--- src/design/box_mean_3x3_rgb_filter_defines.svh ---
// assertion macros for the 3x3 box mean filter
`ifndef BOX_MEAN_3X3_RGB_FILTER_DEFINES_SVH
`define BOX_MEAN_3X3_RGB_FILTER_DEFINES_SVH
`ifndef SYNTHESIS
`define BMF_ASSERT_NOW(lbl, clk, rst_n, a, b) \
	lbl: assert property (@(posedge clk) disable iff (!rst_n) (a) |-> (b)) \
		else $error("bmf assertion failed");
`define BMF_ASSERT_NEXT(lbl, clk, rst_n, a, b) \
	lbl: assert property (@(posedge clk) disable iff (!rst_n) (a) |=> (b)) \
		else $error("bmf assertion failed");
`else
`define BMF_ASSERT_NOW(lbl, clk, rst_n, a, b)
`define BMF_ASSERT_NEXT(lbl, clk, rst_n, a, b)
`endif
`endif

--- src/design/bmf_pkg.sv ---
// shared constants, types and tables of the 3x3 box mean filter
`timescale 1ns / 1ps
package bmf_pkg;
	localparam int MaxWidth  = 1024;
	localparam int MaxHeight = 1024;
	localparam int DimW      = 11;
	localparam int ColW      = $clog2(MaxWidth);
	localparam int RowW      = $clog2(MaxHeight);
	localparam int InRowW    = $clog2(MaxHeight + 2);
	localparam int PixW      = 24;
	localparam int SumW      = 12;
	localparam int RecW      = 17;
	localparam int RecShift  = 16;
	localparam int CntW      = 4;
	localparam int CfgIdxW   = 2;

	localparam logic [CfgIdxW-1:0] CfgWidth  = 2'd0;
	localparam logic [CfgIdxW-1:0] CfgHeight = 2'd1;

	localparam logic [DimW-1:0] WidthReset  = 11'd640;
	localparam logic [DimW-1:0] HeightReset = 11'd480;

	localparam logic OpPixel = 1'b0;
	localparam logic OpFlush = 1'b1;

	typedef enum logic [2:0] {
		StIdle,
		StRead,
		StSum,
		StMul,
		StFix,
		StOut
	} state_t;

	typedef struct packed {
		logic capture;
		logic step;
		logic sum;
		logic mul;
		logic fix;
		logic load_out;
	} cmd_t;

	typedef struct packed {
		logic taking;
		logic emit;
		logic out_free;
	} status_t;

	function automatic logic [RecW-1:0] recip(input logic [CntW-1:0] cnt);
		logic [RecW-1:0] r;
		begin
			unique case (cnt)
				4'd1:    r = 17'd65536;
				4'd2:    r = 17'd32768;
				4'd3:    r = 17'd21845;
				4'd4:    r = 17'd16384;
				4'd5:    r = 17'd13107;
				4'd6:    r = 17'd10922;
				4'd7:    r = 17'd9362;
				4'd8:    r = 17'd8192;
				4'd9:    r = 17'd7281;
				default: r = 17'd65536;
			endcase
			return r;
		end
	endfunction
endpackage

--- src/design/bmf_ctrl.sv ---
// controller state machine of the 3x3 box mean filter
`timescale 1ns / 1ps
module bmf_ctrl (
	input  logic               clk,
	input  logic               arst_n,
	input  logic               in_valid,
	input  logic               op,
	input  bmf_pkg::status_t   status,
	output logic               in_stall,
	output bmf_pkg::cmd_t      cmd
);
	bmf_pkg::state_t state_q, state_d;
	logic take;

	assign take = in_valid && (state_q == bmf_pkg::StIdle)
		&& !(status.taking && (op == bmf_pkg::OpFlush));

	always_ff @(posedge clk or negedge arst_n) begin
		if (!arst_n) begin
			state_q <= bmf_pkg::StIdle;
		end else begin
			state_q <= state_d;
		end
	end

	always_comb begin
		state_d = state_q;
		unique case (state_q)
			bmf_pkg::StIdle: if (take) state_d = bmf_pkg::StRead;
			bmf_pkg::StRead: state_d = status.emit ? bmf_pkg::StSum : bmf_pkg::StIdle;
			bmf_pkg::StSum:  state_d = bmf_pkg::StMul;
			bmf_pkg::StMul:  state_d = bmf_pkg::StFix;
			bmf_pkg::StFix:  state_d = bmf_pkg::StOut;
			bmf_pkg::StOut:  if (status.out_free) state_d = bmf_pkg::StIdle;
			default:         state_d = bmf_pkg::StIdle;
		endcase
	end

	always_comb begin
		cmd          = '0;
		in_stall     = 1'b1;
		unique case (state_q)
			bmf_pkg::StIdle: begin
				in_stall    = 1'b0;
				cmd.capture = take;
			end
			bmf_pkg::StRead: cmd.step = 1'b1;
			bmf_pkg::StSum:  cmd.sum = 1'b1;
			bmf_pkg::StMul:  cmd.mul = 1'b1;
			bmf_pkg::StFix:  cmd.fix = 1'b1;
			bmf_pkg::StOut:  cmd.load_out = status.out_free;
			default:         cmd = '0;
		endcase
	end
endmodule

--- config.mk ---
export PLATFORM = sky130hd
export DESIGN_NAME = bmf_ctrl
export DESIGN_NICKNAME = d
export VERILOG_FILES = /design/src/design/box_mean_3x3_rgb_filter_defines.svh /design/src/design/bmf_pkg.sv /design/src/design/bmf_ctrl.sv
export SDC_FILE = /design/constraint.sdc
export NUM_CORES = 1
export LEC_CHECK = 0
export BUFFER_PORTS_ARGS = -buffer_cell sky130_fd_sc_hd__clkbuf_2
export CAP_MARGIN = 20
export CORE_AREA = 2 2 39 41
export DETAILED_ROUTE_END_ITERATION = 12
export DIE_AREA = 0 0 41 43
export PLACE_DENSITY = 0.37
export SYNTH_ARGS = -nofsm -noshare
export SYNTH_HDL_FRONTEND = slang
export SYNTH_SLANG_ARGS = --single-unit
--- constraint.sdc ---
create_clock -name clk -period 1.4 [get_ports clk]
set_input_delay 0.28 -clock clk [delete_from_list [all_inputs] [get_ports clk]]
set_output_delay 0.28 -clock clk [all_outputs]
set_load 0.02 [all_outputs]
# Word-level counts from Yosys, hierarchy flattened
# Cells that the tools add are included.
[totals] regBits=3 output_inout_bits=7 inputBits=7
[op_classes] reduce_logical=6 muxes=11 eq_ne=7
[ops] cell="one-hot mux 3 bit (6 select lines)" count=1
[ops] cell="two-way mux 1 bit" count=7
[ops] cell="== test 3 x 2 -> 1 bit, second input constant" count=2
[ops] cell="== test 3 bit, second input constant" count=2
[ops] cell="two-way mux 3 bit" count=2
[ops] cell="inequality test 2 bit, second input constant" count=2
[ops] cell="== test 3 x 1 -> 1 bit, second input constant" count=1
[ops] cell="logical AND 1 bit" count=3
[ops] cell="zero test 3 bit" count=1
[ops] cell="two-way mux 2 bit" count=1
[ops] cell="AND reduction 2 bit" count=1
[ops] cell="zero test 1 bit" count=1

# Depth between registers and ports, before layout
[depth] word_depth=5 mapped_depth=3 depth_no_buf=2

# Least setup slack after synthesis
# OpenSTA, ideal clock, no wires.
[synth_timing] path_kind="register to output" startpoint="reg state_q[2]" endpoint="out cmd[5] (netlist name)" required_ns=1.120 path_slack_ns=-0.022 path_buffers=1 t_arrival_ns=1.142 stages_incl_launch_ff=4 path_cell_list="dfrtp_1 > buf_6 > or3_4 > nor2b_2"
[synth_lines] element="start: declaration" line="bmf_ctrl.sv:12" rtl="bmf_pkg::state_t state_q, state_d;"
[synth_lines] element="start signal: assignment" line="bmf_ctrl.sv:20" rtl="state_q <= bmf_pkg::StIdle;"
[synth_lines] element="start signal: assignment" line="bmf_ctrl.sv:22" rtl="state_q <= state_d;"
[synth_lines] element="end: declaration" line="bmf_ctrl.sv:10" rtl="output bmf_pkg::cmd_t cmd"

==> impl_metrics.ini <==
[status]
run_status = finished, violations left
violations = setup timing

[floorplanning]
design.portCount = 14
dieArea_um2 = 1760
initial_utilization_pct = 14.2
dieHeight_um = 43
core_um2 = 1380
die_w_um = 41
row_count = 14

[sta]
hold_viol = 0
drv_slew = 0
tightest_slew_ns = 0.278
fin_crit_sh_pct = 109
period_needed_ns = 1.52
finalClockSkew_ns = 0.00226
setup_violations = 6
holdWs_ns = 0.251
slew_headroom_pct = 81.3
final.setup.tns_ns = -0.420
rsz0062_at_grt = yes
setup_slack_ns = -0.122
fmax_mhz = 657

[synthesis]
syn_inst = 20
synth_area_leader_cell = dfrtp_1
yosysTopAreaCellShare_pct = 38.2
synth-edff-count = 0
syn_area_per_cell_um2 = 9.82
synth-main-ff-cell = dfrtp_1
ys_types = 15
synthTopCellsByCount = 3 x dfrtp_1, 2 x nand2b_1, 2 x nor2_1, 2 x nor3b_1
syn-num-nets = 27
yosysMostFrequentCell = dfrtp_1
yosysWarnings = 0
ys_ff_latch = 3
ys_async_sr_fraction_pct = 100
yosysSeqAreaShare_pct = 38.2
syn_area_um2 = 196
ys_top_cells_by_area = dfrtp_1 38%, nor3b_1 7.6%, nand2b_1 6.4%

[worst_setup_path]
crit_path_top_delay_cell = or3_4
critPathKind = flip-flop to output port
arrival_ns = 1.24
cpPeakStageDelay_ns = 0.41
cp_max_fo = 2
cp_data_required_time_ns = 1.12
critPathLaunchType = flip-flop
path_cells = or3_4, nor2b_4, buf_8
endpoint_kind = output port

[final_layout]
top_register = state_q
drive_above_1_share_pct = 61.9
reg.largest.list = state_q x3
largest_reg_flops = 3
final_cells = 58
final_area_um2 = 423
diodes = 0
fin_nets = 50
area_delta_synth_final_pct = 115

[flow_run]
drv_cap = 0

[drt]
num_vias = 232
ant_nets = 0
dr.pass1.iters = 2
wirelength_um = 592
vias_per_cell = 4.00
route.detailed.drc = 0
drt_iter0_markers = 1
wl_per_cell_um = 10.2

[clock_network]
cts_buffer_depth = 2
cts_buffers = 3
path_clk_slew_ns = 0.04
clk_latency_ns = 0.23
cts_max_level = 1
cts_root_buffer = clkbuf_4
cts.sink_count = 3
cts_tree = done

[global_route]
gr-total-overflow = 0
grt_use_total_pct = 8.24
grt_pass1_vias = 242
antenna_found_initial = 0
grt_pass1_wl_um = 897
grt_start_max_net_pins = 9

[power]
p_leak_nw = 0.209
power_density_nw_per_um2 = 2540
vdd_drop_max_mv = 0.681

[place]
io_buffers = 13
placed_cells = 51
place_area_um2 = 298
hpwl_um = 444
gp_congestion = 0.638

[hold_path]
hp-class = input port to flip-flop
[per-layer routing]
metal | share of wire, % | global-route usage (%) | vias up
li1 | - | - | 114
met3 | 4.1 | 3.14 | 2
met2 | 60 | 12.8 | 7
met5 | 0 | 0 | -
met4 | 2.4 | 10.0 | 0
met1 | 34 | 6.45 | 109
[cell families (layout without fill, tap and decap cells)]
family / Yosys count / after routing / share of synthesized area, %
DFF: 3 / 3 / 38.2
and+or+nand+nor: 11 / 11 / 36.3
AOI/OAI and AO/OA: 5 / 5 / 19.8
buffers and inverters: 1 / 23 / 5.73
[layout make-up]
| type | instances | area [µm²] |
|---|---|---|
| Clock buffer | 4 | 26.3 |
| Fill cell | 147 | 961 |
| Multi-Input combinational cell | 16 | 145 |
| Sequential cell | 3 | 75.1 |
| Tap cell | 16 | 20.0 |
| Timing Repair Buffer | 19 | 156 |
[worst paths after layout]
| check | from | to | slack, ns | depth (start not counted) |
|---|---|---|---|---|
| worst min register to register | state_q[2] | state_q[2] | 0.67 | 2 |
| min in group asynchronous | arst_n | state_q[0] | 0.38 | 2 |
| worst max register to register | state_q[1] | state_q[1] | 0.36 | 4 |
| worst min-delay path | status[1] | state_q[1] | 0.25 | 2 |
| worst max-delay path | state_q[2] | cmd[5] | -0.12 | 3 |
| max in group asynchronous | arst_n | state_q[2] | 0.91 | 2 |
[worst max-delay path, delay by kind of cell (launching register included)]
kind,cells,cell delay [ns]
buffers and inverters,1,0.11
DFF,1,0.37
and+or+nand+nor,2,0.54
[timing repair]
item,CTS,global route
setup endpoints to repair,6,7
hold buffers,1,0
pin swaps,0,2
hold endpoints to repair,3,0
buffers inserted,0,2
gates resized for setup,9,14
[metrics by stage]
| step | worst slack (ns) | util [%] | power [mW] |
|---|---|---|---|
| 6_report | -0.122 | 30.6 | 1.07 |
| 5_1_grt | -0.158 | 30.6 | 1.14 |
| 4_1_cts | -0.143 | 26.9 | 0.917 |
| 3_5_place_dp | 0.0907 | 21.5 | 0.670 |
| 3_3_place_gp | 0.101 | 21.5 | 0.656 |
| 2_1_floorplan | 0.0274 | - | 0.508 |
[placed cells by master, fill, tap and decap left out, drive strengths merged]
master and instances:
clkbuf 11, buf 11, dfrtp 3, nor3b 2, nor2 2, nand2b 2, nor2b 2, or3 1
nand2 1, a21boi 1, and2 1, a21o 1, o22ai 1, a22oi 1, o311a 1, dlygate4sd3 1
[power breakdown]
part / internal (mW) / leakage, nW / switching (mW)
Sequential: 0.129 / 0.0388 / 0.0300
Combinational: 0.413 / 0.155 / 0.347
Clock: 0.107 / 0.0150 / 0.0471
Total: 0.649 / 0.209 / 0.424
Power figures use the tool's default switching activity.
